**src/hw/rtl/pce_pkg.sv**
```systemverilog
`default_nettype none
package pce_pkg;
	localparam int unsigned MAX_POINTS_DEF = 6;
	localparam int unsigned NUM_EDGES = 12;
	localparam int unsigned EDGE_W = 4;
	localparam int unsigned COORD_W = 24;
	localparam int unsigned LIM_W = 15;
	localparam logic [LIM_W-1:0] LIMIT_RESET = 15'd1280;
	// Dividend is at most 2^41 in magnitude, quotient kept to 42 bits
	localparam int unsigned DIVD_W = 42;
	localparam int unsigned DIVS_W = 16;
	localparam int unsigned QBITS_PER_CYC = 3;
	localparam int unsigned DIV_STEPS = DIVD_W / QBITS_PER_CYC;

	typedef enum logic [1:0] {
		AX_X = 2'd0,
		AX_Y = 2'd1,
		AX_Z = 2'd2
	} axis_t;

	// Per edge: sign on x, y, z as two bits each (01 plus, 11 minus, 00 free)
	typedef struct packed {
		logic [1:0] sx;
		logic [1:0] sy;
		logic [1:0] sz;
		axis_t      axis;
	} edge_t;

	function automatic edge_t edge_info(input logic [EDGE_W-1:0] e);
		edge_t r;
		r = '0;
		case (e)
			4'd0: r = '{2'b01, 2'b00, 2'b01, AX_Y};
			4'd1: r = '{2'b01, 2'b00, 2'b11, AX_Y};
			4'd2: r = '{2'b01, 2'b01, 2'b00, AX_Z};
			4'd3: r = '{2'b01, 2'b11, 2'b00, AX_Z};
			4'd4: r = '{2'b00, 2'b01, 2'b01, AX_X};
			4'd5: r = '{2'b00, 2'b01, 2'b11, AX_X};
			4'd6: r = '{2'b00, 2'b11, 2'b11, AX_X};
			4'd7: r = '{2'b00, 2'b11, 2'b01, AX_X};
			4'd8: r = '{2'b11, 2'b00, 2'b01, AX_Y};
			4'd9: r = '{2'b11, 2'b00, 2'b11, AX_Y};
			4'd10: r = '{2'b11, 2'b01, 2'b00, AX_Z};
			4'd11: r = '{2'b11, 2'b11, 2'b00, AX_Z};
			default: r = '0;
		endcase
		return r;
	endfunction

	// Commands from controller to datapath
	typedef struct packed {
		logic                 load;      // capture plane, clear point count
		logic                 edge_prep; // compute numerator for edge
		logic [EDGE_W-1:0]    edge_idx;
		logic                 div_start;
		logic                 keep;      // test range and duplicates, store
	} pce_cmd_t;

	// Status from datapath to controller
	typedef struct packed {
		logic div_busy;
		logic div_done;
		logic zero_div;
	} pce_sts_t;
endpackage
`default_nettype wire

```
**src/hw/rtl/plane_cube_edge_intersect_unit.sv**
```systemverilog
// Per plane: accept; for each edge prepare, start the divider, wait for done and keep (a
// zero divisor skips the division); then one result per cycle into the output register,
// unless out stalls. One plane at a time; the next is taken once the last result
// is loaded. The shared radix-8 divider (14 steps, then a done pulse) sets the edge time.
// Reset (arst_n low, asynchronous): edge_limit returns to 5.0, sequencer to idle,
// the point count to zero; the point store itself is not cleared.
`default_nettype none
module plane_cube_edge_intersect_unit #(
	parameter int unsigned MAX_POINTS = pce_pkg::MAX_POINTS_DEF
) (
	input  wire logic                          clk,
	input  wire logic                          arst_n,
	input  wire logic                          cfg_valid,
	output logic                               cfg_ready,
	input  wire logic [pce_pkg::LIM_W-1:0]     cfg_data,
	input  wire logic                          in_valid,
	output logic                               in_ready,
	input  wire logic signed [15:0]            coef_x,
	input  wire logic signed [15:0]            coef_y,
	input  wire logic signed [15:0]            coef_z,
	input  wire logic signed [15:0]            rhs_term,
	output logic                               out_valid,
	input  wire logic                          out_ready,
	output logic signed [pce_pkg::COORD_W-1:0] point_x,
	output logic signed [pce_pkg::COORD_W-1:0] point_y,
	output logic signed [pce_pkg::COORD_W-1:0] point_z,
	output logic                               valid_res,
	output logic                               is_last
);
	localparam int unsigned NW = $clog2(MAX_POINTS + 1);
	localparam int unsigned IW = $clog2(MAX_POINTS);

	logic [pce_pkg::LIM_W-1:0] limit_q;
	pce_pkg::pce_cmd_t cmd;
	pce_pkg::pce_sts_t sts;
	logic [NW-1:0] count;
	logic [IW-1:0] rd_idx;
	logic signed [pce_pkg::COORD_W-1:0] rd_x, rd_y, rd_z;
	logic emit_load, emit_empty, emit_last, out_free;

	// Hold the cube half-size
	assign cfg_ready = 1'b1;
	always_ff @(posedge clk or negedge arst_n) begin
		if (!arst_n) begin
			limit_q <= pce_pkg::LIMIT_RESET;
		end else if (cfg_valid) begin
			limit_q <= cfg_data;
		end
	end

	pce_ctrl #(.MAX_POINTS(MAX_POINTS)) u_ctrl (
		.clk       (clk),
		.arst_n    (arst_n),
		.in_valid  (in_valid),
		.in_ready  (in_ready),
		.cmd       (cmd),
		.sts       (sts),
		.count     (count),
		.rd_idx    (rd_idx),
		.emit_load (emit_load),
		.emit_empty(emit_empty),
		.emit_last (emit_last),
		.out_free  (out_free)
	);

	pce_datapath #(.MAX_POINTS(MAX_POINTS)) u_dp (
		.clk       (clk),
		.arst_n    (arst_n),
		.cmd       (cmd),
		.sts       (sts),
		.coef_x    (coef_x),
		.coef_y    (coef_y),
		.coef_z    (coef_z),
		.rhs_term  (rhs_term),
		.edge_limit(limit_q),
		.rd_idx    (rd_idx),
		.count     (count),
		.rd_x      (rd_x),
		.rd_y      (rd_y),
		.rd_z      (rd_z)
	);

	// Output register: load when empty or being drained
	assign out_free = !out_valid || out_ready;
	always_ff @(posedge clk or negedge arst_n) begin
		if (!arst_n) begin
			out_valid <= 1'b0;
		end else if (emit_load) begin
			out_valid <= 1'b1;
		end else if (out_ready) begin
			out_valid <= 1'b0;
		end
	end

	always_ff @(posedge clk) begin
		if (emit_load) begin
			point_x   <= emit_empty ? '0 : rd_x;
			point_y   <= emit_empty ? '0 : rd_y;
			point_z   <= emit_empty ? '0 : rd_z;
			valid_res <= !emit_empty;
			is_last   <= emit_last;
		end
	end
endmodule
`default_nettype wire

```
**src/hw/rtl/pce_divider.sv**
```systemverilog
`default_nettype none
// Signed truncating divider, radix 8 restoring, three quotient bits a cycle
module pce_divider (
	input  wire logic                              clk,
	input  wire logic                              arst_n,
	input  wire logic                              start,
	input  wire logic signed [pce_pkg::DIVD_W-1:0] dividend,
	input  wire logic signed [pce_pkg::DIVS_W-1:0] divisor,
	output logic                                   busy,
	output logic                                   done,
	output logic signed [pce_pkg::DIVD_W-1:0]      quotient
);
	localparam int unsigned DW = pce_pkg::DIVD_W;
	localparam int unsigned SW = pce_pkg::DIVS_W;
	localparam int unsigned CW = $clog2(pce_pkg::DIV_STEPS + 1);

	logic [DW-1:0] rem_q;
	logic [DW-1:0] quo_q;
	logic [SW:0]   part_q;
	logic [SW-1:0] dvs_q;
	logic          neg_q;
	logic [CW-1:0] cnt_q;

	logic [DW-1:0] dvd_mag;
	logic [SW-1:0] dvs_mag;
	logic [SW:0]   p0, p1, p2, p3;
	logic [SW:0]   d1, d2, d3;
	logic          b1, b2, b3;

	assign dvd_mag = dividend[DW-1] ? DW'(-dividend) : DW'(dividend);
	assign dvs_mag = divisor[SW-1] ? SW'(-divisor) : SW'(divisor);

	// Three restoring steps per cycle
	always_comb begin
		p0 = part_q;
		p1 = {p0[SW-1:0], rem_q[DW-1]};
		d1 = p1 - {1'b0, dvs_q};
		b1 = (p1 >= {1'b0, dvs_q});
		p1 = b1 ? d1 : p1;
		p2 = {p1[SW-1:0], rem_q[DW-2]};
		d2 = p2 - {1'b0, dvs_q};
		b2 = (p2 >= {1'b0, dvs_q});
		p2 = b2 ? d2 : p2;
		p3 = {p2[SW-1:0], rem_q[DW-3]};
		d3 = p3 - {1'b0, dvs_q};
		b3 = (p3 >= {1'b0, dvs_q});
		p3 = b3 ? d3 : p3;
	end

	always_ff @(posedge clk or negedge arst_n) begin
		if (!arst_n) begin
			cnt_q <= '0;
			busy  <= 1'b0;
			done  <= 1'b0;
		end else begin
			done <= 1'b0;
			if (start) begin
				busy  <= 1'b1;
				cnt_q <= CW'(pce_pkg::DIV_STEPS);
			end else if (busy) begin
				if (cnt_q == CW'(1)) begin
					busy <= 1'b0;
					done <= 1'b1;
				end
				cnt_q <= cnt_q - CW'(1);
			end
		end
	end

	always_ff @(posedge clk) begin
		if (start) begin
			rem_q  <= dvd_mag;
			quo_q  <= '0;
			part_q <= '0;
			dvs_q  <= dvs_mag;
			neg_q  <= dividend[DW-1] ^ divisor[SW-1];
		end else if (busy) begin
			rem_q  <= {rem_q[DW-4:0], 3'b000};
			quo_q  <= {quo_q[DW-4:0], b1, b2, b3};
			part_q <= p3;
		end
	end

	assign quotient = neg_q ? DW'(-quo_q) : DW'(quo_q);
endmodule
`default_nettype wire

```
**src/hw/rtl/pce_datapath.sv**
```systemverilog
`default_nettype none
// Plane registers, numerator, divider, range check and point store
module pce_datapath #(
	parameter int unsigned MAX_POINTS = pce_pkg::MAX_POINTS_DEF
) (
	input  wire logic                                  clk,
	input  wire logic                                  arst_n,
	input  wire pce_pkg::pce_cmd_t                     cmd,
	output pce_pkg::pce_sts_t                          sts,
	input  wire logic signed [15:0]                    coef_x,
	input  wire logic signed [15:0]                    coef_y,
	input  wire logic signed [15:0]                    coef_z,
	input  wire logic signed [15:0]                    rhs_term,
	input  wire logic [pce_pkg::LIM_W-1:0]             edge_limit,
	input  wire logic [$clog2(MAX_POINTS)-1:0]         rd_idx,
	output logic [$clog2(MAX_POINTS+1)-1:0]            count,
	output logic signed [pce_pkg::COORD_W-1:0]         rd_x,
	output logic signed [pce_pkg::COORD_W-1:0]         rd_y,
	output logic signed [pce_pkg::COORD_W-1:0]         rd_z
);
	localparam int unsigned CW = pce_pkg::COORD_W;
	localparam int unsigned DW = pce_pkg::DIVD_W;
	localparam int unsigned NW = $clog2(MAX_POINTS + 1);
	localparam int unsigned IW = $clog2(MAX_POINTS);

	logic signed [15:0] cx_q, cy_q, cz_q, d_q;
	logic [pce_pkg::LIM_W-1:0] lim_q;
	logic signed [CW-1:0] fx_q, fy_q, fz_q;
	pce_pkg::axis_t ax_q;
	logic signed [DW-1:0] num_q;
	logic signed [15:0] dvs_q;
	logic zero_q;

	logic signed [CW-1:0] st_x [MAX_POINTS];
	logic signed [CW-1:0] st_y [MAX_POINTS];
	logic signed [CW-1:0] st_z [MAX_POINTS];
	logic [NW-1:0] cnt_q;

	pce_pkg::edge_t ed;
	logic signed [16:0] lim_s;
	logic signed [16:0] ux, uy, uz;
	logic signed [33:0] prod_p, prod_q;
	logic signed [15:0] cax;
	logic signed [DW-1:0] num_c;

	logic div_busy, div_done;
	logic signed [DW-1:0] quo;
	logic signed [DW-1:0] lim16;
	logic in_range, dup;
	logic signed [CW-1:0] px, py, pz;

	function automatic logic signed [16:0] sgn_lim(input logic [1:0] s,
			input logic signed [16:0] l);
		logic signed [16:0] r;
		r = '0;
		case (s)
			2'b01: r = l;
			2'b11: r = -l;
			default: r = '0;
		endcase
		return r;
	endfunction

	// Fixed coordinates and the numerator for the current edge
	always_comb begin
		ed    = pce_pkg::edge_info(cmd.edge_idx);
		lim_s = {2'b00, lim_q};
		ux    = sgn_lim(ed.sx, lim_s);
		uy    = sgn_lim(ed.sy, lim_s);
		uz    = sgn_lim(ed.sz, lim_s);
		cax = '0;
		prod_p = '0; prod_q = '0;
		unique case (ed.axis)
			pce_pkg::AX_X: begin
				cax = cx_q; prod_p = cy_q * uy; prod_q = cz_q * uz;
			end
			pce_pkg::AX_Y: begin
				cax = cy_q; prod_p = cx_q * ux; prod_q = cz_q * uz;
			end
			default: begin
				cax = cz_q; prod_p = cx_q * ux; prod_q = cy_q * uy;
			end
		endcase
		num_c = (DW'(d_q) <<< 16) - (DW'(prod_p) <<< 8) - (DW'(prod_q) <<< 8);
	end

	always_ff @(posedge clk) begin
		if (cmd.load) begin
			cx_q  <= coef_x;
			cy_q  <= coef_y;
			cz_q  <= coef_z;
			d_q   <= rhs_term;
			lim_q <= edge_limit;
		end
		if (cmd.edge_prep) begin
			num_q  <= num_c;
			dvs_q  <= cax;
			zero_q <= (cax == 16'sd0);
			ax_q   <= ed.axis;
			fx_q   <= CW'(ux) <<< 8;
			fy_q   <= CW'(uy) <<< 8;
			fz_q   <= CW'(uz) <<< 8;
		end
	end

	pce_divider u_div (
		.clk     (clk),
		.arst_n  (arst_n),
		.start   (cmd.div_start),
		.dividend(num_q),
		.divisor (dvs_q),
		.busy    (div_busy),
		.done    (div_done),
		.quotient(quo)
	);

	// Range test, candidate point and duplicate search
	always_comb begin
		lim16    = DW'({1'b0, lim_q}) <<< 8;
		in_range = (quo <= lim16) && (quo >= -lim16);
		px = fx_q; py = fy_q; pz = fz_q;
		unique case (ax_q)
			pce_pkg::AX_X: px = quo[CW-1:0];
			pce_pkg::AX_Y: py = quo[CW-1:0];
			default:       pz = quo[CW-1:0];
		endcase
		dup = 1'b0;
		for (int i = 0; i < MAX_POINTS; i++) begin
			if (NW'(i) < cnt_q && st_x[i] == px && st_y[i] == py && st_z[i] == pz)
				dup = 1'b1;
		end
	end

	always_ff @(posedge clk or negedge arst_n) begin
		if (!arst_n) begin
			cnt_q <= '0;
		end else if (cmd.load) begin
			cnt_q <= '0;
		end else if (cmd.keep && in_range && !dup && cnt_q < NW'(MAX_POINTS)) begin
			cnt_q <= cnt_q + NW'(1);
		end
	end

	// Store the kept point
	always_ff @(posedge clk) begin
		if (cmd.keep && in_range && !dup && cnt_q < NW'(MAX_POINTS)) begin
			st_x[cnt_q[IW-1:0]] <= px;
			st_y[cnt_q[IW-1:0]] <= py;
			st_z[cnt_q[IW-1:0]] <= pz;
		end
	end

	assign sts.div_busy = div_busy;
	assign sts.div_done = div_done;
	assign sts.zero_div = zero_q;
	assign count = cnt_q;
	assign rd_x  = st_x[rd_idx];
	assign rd_y  = st_y[rd_idx];
	assign rd_z  = st_z[rd_idx];
endmodule
`default_nettype wire

```
**src/hw/rtl/pce_ctrl.sv**
```systemverilog
`default_nettype none
// Sequencer over the cube edges and the emit phase
module pce_ctrl #(
	parameter int unsigned MAX_POINTS = pce_pkg::MAX_POINTS_DEF
) (
	input  wire logic                               clk,
	input  wire logic                               arst_n,
	input  wire logic                               in_valid,
	output logic                                    in_ready,
	output pce_pkg::pce_cmd_t                       cmd,
	input  wire pce_pkg::pce_sts_t                  sts,
	input  wire logic [$clog2(MAX_POINTS+1)-1:0]    count,
	output logic [$clog2(MAX_POINTS)-1:0]           rd_idx,
	output logic                                    emit_load,
	output logic                                    emit_empty,
	output logic                                    emit_last,
	input  wire logic                               out_free
);
	localparam int unsigned NW = $clog2(MAX_POINTS + 1);
	localparam int unsigned IW = $clog2(MAX_POINTS);

	typedef enum logic [2:0] {
		ST_IDLE,
		ST_PREP,
		ST_START,
		ST_WAIT,
		ST_KEEP,
		ST_EMIT
	} state_t;

	state_t state_q;
	logic [pce_pkg::EDGE_W-1:0] edge_q;
	logic [IW-1:0] idx_q;

	always_ff @(posedge clk or negedge arst_n) begin
		if (!arst_n) begin
			state_q <= ST_IDLE;
			edge_q  <= '0;
			idx_q   <= '0;
		end else begin
			unique case (state_q)
				ST_IDLE: begin
					if (in_valid) begin
						state_q <= ST_PREP;
						edge_q  <= '0;
					end
				end
				ST_PREP: state_q <= ST_START;
				ST_START: begin
					state_q <= sts.zero_div ? ST_KEEP : ST_WAIT;
				end
				ST_WAIT: if (sts.div_done) state_q <= ST_KEEP;
				ST_KEEP: begin
					if (edge_q == pce_pkg::EDGE_W'(pce_pkg::NUM_EDGES - 1)) begin
						state_q <= ST_EMIT;
						idx_q   <= '0;
					end else begin
						edge_q  <= edge_q + pce_pkg::EDGE_W'(1);
						state_q <= ST_PREP;
					end
				end
				ST_EMIT: begin
					if (out_free) begin
						if (count == '0 || NW'(idx_q) + NW'(1) >= count) begin
							state_q <= ST_IDLE;
						end else begin
							idx_q <= idx_q + IW'(1);
						end
					end
				end
				default: state_q <= ST_IDLE;
			endcase
		end
	end

	// Keep only when the division ran on a nonzero divisor
	logic zero_seen_q;
	always_ff @(posedge clk or negedge arst_n) begin
		if (!arst_n) begin
			zero_seen_q <= 1'b0;
		end else if (state_q == ST_START) begin
			zero_seen_q <= sts.zero_div;
		end
	end

	always_comb begin
		in_ready      = (state_q == ST_IDLE);
		cmd           = '0;
		cmd.load      = (state_q == ST_IDLE) && in_valid;
		cmd.edge_prep = (state_q == ST_PREP);
		cmd.edge_idx  = edge_q;
		cmd.div_start = (state_q == ST_START) && !sts.zero_div;
		cmd.keep      = (state_q == ST_KEEP) && !zero_seen_q;
		rd_idx        = idx_q;
		emit_load     = (state_q == ST_EMIT) && out_free;
		emit_empty    = (count == '0);
		emit_last     = (count == '0) || (NW'(idx_q) + NW'(1) >= count);
	end
endmodule
`default_nettype wire

```
**config.mk**
```make
export PLATFORM = sky130hd
export DESIGN_NAME = plane_cube_edge_intersect_unit
export DESIGN_NICKNAME = d
export VERILOG_FILES = /design/src/hw/rtl/pce_pkg.sv /design/src/hw/rtl/plane_cube_edge_intersect_unit.sv /design/src/hw/rtl/pce_divider.sv /design/src/hw/rtl/pce_datapath.sv /design/src/hw/rtl/pce_ctrl.sv
export SDC_FILE = /design/constraint.sdc
export NUM_CORES = 2
export LEC_CHECK = 0
export BUFFER_PORTS_ARGS = -buffer_cell sky130_fd_sc_hd__buf_2
export CORE_MARGIN = 8
export CORE_UTILIZATION = 25
export CTS_CLUSTER_SIZE = 25
export DETAILED_ROUTE_END_ITERATION = 7
export SLEW_MARGIN = 30
export SYNTH_ARGS = -nofsm -noshare
export SYNTH_HDL_FRONTEND = slang
export SYNTH_HIERARCHICAL = 1
export SYNTH_SLANG_ARGS = --single-unit
```
**constraint.sdc**
```tcl
create_clock -name clk -period 34 [get_ports clk]
set_input_delay 3.4 -clock clk [delete_from_list [all_inputs] [get_ports clk]]
set_output_delay 3.4 -clock clk [all_outputs]
set_load 0.005 [all_outputs]
```
## Yosys cells after proc, flatten, opt, wreduce, memory -nomap -nowiden

Memories as Yosys holds them, arrays and structs flattened. A register that Yosys moved wholly into a read port is not among the register bits.
Cells that the tools add are included.

| operators by class | value |
|---|---|
| magnitude comparators | 13 |
| reductions and logical operators | 48 |
| add/subtract/negate cells | 14 |
| multipliers | 3 |
| bitwise logic cells | 1 |
| muxes and demuxes | 51 |
| equal/unequal tests | 40 |

Operator list:

| operator | number |
|---|---|
| equality test 24 bit | 18 |
| 2-to-1 mux 42 bit | 4 |
| case mux 17 bit (2 select lines) | 3 |
| multiplier 16 x 17 -> 33 bit | 3 |
| negation 42 bit | 2 |
| 2-to-1 mux 24 bit | 3 |
| 2-to-1 mux 34 bit | 2 |
| >= comparator 17 x 16 -> 1 bit | 3 |
| 2-to-1 mux 16 bit | 3 |
| subtractor 16 bit | 3 |
| >= comparator 42 bit | 1 |
| <= comparator 42 x 24 -> 1 bit | 1 |
| negation 23 -> 42 bit | 1 |
| subtractor 32 x 42 -> 42 bit | 1 |
| subtractor 42 bit | 1 |
| 2-to-1 mux 3 bit | 11 |
| case mux 16 bit (2 select lines) | 1 |
| logical AND 1 bit | 26 |
| case mux 3 bit (6 select lines) | 1 |
| negation 15 -> 17 bit | 1 |
| logical NOT 16 bit | 1 |
| 2-to-1 mux 1 bit | 16 |
| 2-to-1 mux 4 bit | 4 |
| negation 16 bit | 1 |
| 29 further kinds | 59 |

| word-level totals | value |
|---|---|
| logic and storage cells | 204 |
| register bits | 343 |
| bits of input ports | 84 |
| output and inout bits | 77 |
| memories kept | 4 |
| RAM bits | 432 |
| ROM bits | 128 |

Memories:

| name | words | bits a word | rd ports | clocked after Yosys merged registers in | write ports | RTL line | text |
|---|---|---|---|---|---|---|---|
| u_dp.st_x | 6 | 24 | 7 | 1 | 1 | pce_datapath.sv:34 | `logic signed [CW-1:0] st_x [MAX_POINTS];` |
| u_dp.st_y | 6 | 24 | 7 | 1 | 1 | pce_datapath.sv:35 | `logic signed [CW-1:0] st_y [MAX_POINTS];` |
| u_dp.st_z | 6 | 24 | 7 | 1 | 1 | pce_datapath.sv:36 | `logic signed [CW-1:0] st_z [MAX_POINTS];` |
| (no name shown) | 16 | 8 | 1 | 0 | 0 | pce_pkg.sv:32 | `case (e)` |

## Longest topological paths before layout

| depth | value |
|---|---|
| depth after elaboration | 18 |
| depth in mapped cells | 45 |
| gate-level depth less buffers | 42 |

## Modules after synthesis

Netlist, hierarchy kept.

By module, submodules not included:

| module | sequential area each (um^2) | cells each | area each (um^2) | times used |
|---|---|---|---|---|
| pce_datapath | 22776.8 | 6172 | 69857.0 | 1 |
| pce_divider | 3083.0 | 1029 | 9236.4 | 1 |
| plane_cube_edge_intersect_unit | 2625.0 | 192 | 3380.7 | 1 |
| pce_ctrl | 275.3 | 83 | 760.7 | 1 |

## Least setup slack after synthesis

Ideal clock, no wire load.

| timing | value |
|---|---|
| path kind | register to register |
| start | register u_dp.u_div.quo_q[2] |
| end | memory u_dp/st_x[2][0] (netlist name) (enable) |
| path slack | 21345 ps |
| cell stages (with the launch flop) | 21 |
| arrival time | 11950 ps |
| clock period less this slack | 12655 ps |
| library setup time | 706 ps |
| path buffers | 0 |
| data required time | 33294 ps |
| cell sequence | dfxtp_1 or4_1 nor3_2 nand3_1 or3_4 or2_2 nor4_2 nand3_1 or3_1 o31ai_1 xnor2_1 ha_1 nand4_1 nor3_1 a221oi_1 o221ai_1 nor3_1 xor2_1 o311a_1 nand3b_1 nor4b_1 |

| between the ends | value |
|---|---|
| elaborated cells between the ends (all ways) | 56 |
| those cells by class | add/sub: 1; order compare: 2; eq/ne: 18; mux: 12; reduce/logical: 23 |

RTL lines:

| element | RTL line | text |
|---|---|---|
| start, declared | pce_divider.sv:18 | `logic [DW-1:0] quo_q;` |
| start signal, assigned | pce_divider.sv:79 | `quo_q <= {quo_q[DW-4:0], b1, b2, b3};` |
| negation 42 bit (*) | pce_divider.sv:84 | `assign quotient = neg_q ? DW'(-quo_q) : DW'(quo_q);` |
| 2-to-1 mux 42 bit (*) | pce_divider.sv:84 |  |
| named net u_dp.quo[37] | pce_datapath.sv:47 | `logic signed [DW-1:0] quo;` |
| <= comparator 42 x 24 -> 1 bit or >= comparator 42 bit (tied branches) | pce_datapath.sv:120 | `in_range = (quo <= lim16) && (quo >= -lim16);` |
| logical AND 1 bit (*) | pce_datapath.sv:120 |  |
| logical AND 1 bit (*) (3 in a row) | pce_datapath.sv:146 | `if (cmd.keep && in_range && !dup && cnt_q < NW'(MAX_POINTS)) begin` |
| 2-to-1 mux 1 bit (*) | pce_datapath.sv:146 |  |
| 2-to-1 mux 1 bit (not written as such) (*) | pce_datapath.sv:147 | `st_x[cnt_q[IW-1:0]] <= px;` |
| end, declared | pce_datapath.sv:34 |  |

The timed path passes the listed nets; every way through them passes the cells marked *.

## Worst setup path after layout

| timing | value |
|---|---|
| start | register u_dp/lim_q[0] (netlist name) |
| end | register u_dp.num_q[41] (data pin) |

| between the ends | value |
|---|---|
| cells in the longest elaborated chain, start to end | 6 |
| elaborated cells between the ends (all ways) | 11 |
| those cells by class | add/sub: 3; mul: 3; mux: 5 |

Ends and longest elaborated chain:

| element | RTL line | text |
|---|---|---|
| start, declared | pce_datapath.sv:27 | `logic [pce_pkg::LIM_W-1:0] lim_q;` |
| start signal, assigned | pce_datapath.sv:93 | `lim_q <= edge_limit;` |
| negation 15 -> 17 bit | pce_datapath.sv:58 | `2'b11: r = -l;` |
| case mux 17 bit (2 select lines) | pce_datapath.sv:56 | `case (s)` |
| multiplier 16 x 17 -> 33 bit (on tied branches) | pce_datapath.sv:78, pce_datapath.sv:81, pce_datapath.sv:75 |  |
| 2-to-1 mux 34 bit | n/a |  |
| subtractor 32 x 42 -> 42 bit | pce_datapath.sv:84 | `num_c = (DW'(d_q) <<< 16) - (DW'(prod_p) <<< 8) - (DW'(prod_q) <<< 8);` |
| subtractor 42 bit (*) | pce_datapath.sv:84 |  |
| named net u_dp.num_c[41] | pce_datapath.sv:44 | `logic signed [DW-1:0] num_c;` |
| end signal, assigned | pce_datapath.sv:96 | `num_q <= num_c;` |
| end, declared | pce_datapath.sv:30 | `logic signed [DW-1:0] num_q;` |

Marked as above.
A chain may end at the register's enable or synchronous reset.

==> metrics.cfg <==
[drt]
avgRoutedWirePerCell_microns=21.37
wirelength_mm=261.6
via_count=57914
drcViolationCount=0
via_per_inst=4.730
drtPass1Iterations=6
antenna_left=0
drtIter0Drc=5253

[final_layout]
nNetsFinal=9106
area_delta_synth_final_pct=13.10
drive_gt1_share_pct=11.08

[clocking]
cts-resized-gates=0
cts.sinks=983
cts_buffers=116
clockBufferDepth=4
hold_buffers=0
htreeDepth=3
clk_pin_slew_ns=0.06
clk_latency_ns=0.87
cts_setup_buffers=0
cts_tree=done
root_buffer=clkbuf_16

[logic_synthesis]
synthCells=7475
yosysWarnings=6
synth_area_sq_mm=0.08323
avgSynthCellArea_sq_um=11.13

[setup_path]
setup.worst_path.end_class=register
arrival_ns=13.68
r2r-end=u_dp/num_q[41]
critPathKind=register to register
required_ns=34.52
cpPeakStageDelay_ns=0.91
worst_setup_path_start_kind=register
crit_start=u_dp/lim_q[0]
cp_slowest_cell=a2111oi_1
crit_end=u_dp/num_q[41]
crit_fanout=15
ff2ff_path_depth=36
reg2reg_slack_ns=20.84
r2r_start=u_dp/lim_q[0]

[global_route]
antenna_found_initial=16
grt_max_degree=72
grt_overflow=0
grt_pass1_wl_mm=388.6
grt_pass1_vias=57915
track_usage_pct=14.66

[sta]
clock_skew_ns=0.1144
rsz0062_at_grt=no
finalSetupViolCount=0
hold_viol=0
final.min_clock_period_ns=13.16
fmax_mhz=76.01
period_share_pct=38.70
max_slew_margin_pct=29.26
fin_setup_tns_ns=0
maxSlewViolCount=0
worst_pin_slew_ns=1.050

[floorplan]
die_x_microns=593.0
rows=212
fp.dieH_microns=593.0
initial_core_util_pct=25.04
dieArea_sq_mm=0.3516
ios=161
design.core.area_sq_mm=0.3324

[worst_hold_path]
hold_depth=0
hp-class=register to register

[place]
io_buffers=159
gp_congestion=0.9961
hpwlAfterDp_mm=205.3

[status]
status=completed

[flow_run]
drv_cap=0

stage by stage:
stage / hold WS [ns] / worst slack, ns / instance area [sq um] / std cells / utilization, %
2_1_floorplan: 0.4211 / 21.34 / 83880 / 7649 / -
3_3_place_gp: 0.4839 / 20.79 / 90030 / 12027 / 27.09
3_5_place_dp: 0.4971 / 20.95 / 90130 / 12029 / 27.12
4_1_cts: 0.4199 / 20.80 / 94070 / 12238 / 28.30
5_1_grt: 0.4563 / 19.96 / 94130 / 12242 / 28.32
6_report: 0.4393 / 20.84 / 94130 / 12244 / 28.32
flip-flops by register name (all words and copies together) (netlist names), 24 cells and up:
name              flops
u_dp/u_div/rem_q     42
u_dp/u_div/quo_q     42
point_y              24
u_dp/st_z           192
u_dp/st_x           192
point_x              24
u_dp/num_q           34
point_z              24
u_dp/st_y           192
placed cells by master, fill, tap and decap left out, types with 24 or more instances in the layout:
| cell | n |
|---|---|
| inv_1 | 1168 |
| edfxtp_1 | 889 |
| fa_1 | 857 |
| nand2_1 | 591 |
| ha_1 | 403 |
| and2_1 | 375 |
| xnor2_1 | 310 |
| nor2_1 | 305 |
| a21oi_1 | 266 |
| xor2_1 | 191 |
| o21ai_0 | 189 |
| conb_1 | 176 |
| buf_2 | 159 |
| mux4_2 | 144 |
| buf_4 | 137 |
| clkbuf_16 | 117 |
| mux2_2 | 112 |
| mux2i_1 | 112 |
| nor2b_1 | 103 |
| nor3_1 | 93 |
| nor4_1 | 62 |
| nand4_1 | 58 |
| a21o_1 | 58 |
| dfxtp_1 | 58 |
| nand3_1 | 49 |
| nand2b_1 | 46 |
| o31ai_1 | 44 |
| a211oi_1 | 41 |
| o21a_1 | 41 |
| o22ai_1 | 39 |
| or3_1 | 32 |
| dfrtp_1 | 29 |
| clkinv_1 | 27 |
| o21bai_1 | 24 |
routing by layer:
| metal | up-vias | track usage (%) | share of wire [%] |
|---|---|---|---|
| li1 | 25628 | - | - |
| met2 | 2229 | 23.09 | 45 |
| met1 | 29593 | 19.89 | 42 |
| met5 | - | 0 | 0.0042 |
| met3 | 462 | 2.447 | 7.6 |
| met4 | 2 | 6.318 | 5.0 |
area by class of cell:
cell class                      instances  area (sq um)
Fill cell                           34532        238200
Multi-Input combinational cell       5179         49560
Sequential cell                       983         28780
Tap cell                             4387          5489
Inverter                             1180          4431
Clock buffer                          134          3012
Timing Repair Buffer                  302          1917
Clock inverter                         75         935.9
Antenna cell                            4         10.01
worst min path at each step:
stage,startpoint,to
after floorplan,limit_q[11],u_dp/lim_q[11]
after global placement,u_dp/u_div/p0[15],u_dp/u_div/p0[15]
after detailed placement,u_dp/u_div/done,u_ctrl/state_q[1]
after CTS,u_dp/dvs_q[0],u_dp/u_div/dvs_q[0]
after global routing,u_dp/dvs_q[0],u_dp/u_div/dvs_q[0]
final,u_dp/dvs_q[0],u_dp/u_div/dvs_q[0]
worst max-delay path, delay by kind of cell (launching register included):
family          cells  cell delay [ns]
buf+inv             7             0.64
mux                 1             0.12
simple gates        9             3.68
flops               1             0.48
xor+xnor            2             0.28
compound gates      7             2.81
fa+ha+maj          10             4.77
Power is not shown: default switching activity piles up to over one toggle a cycle in this logic, so the estimate is an artifact.
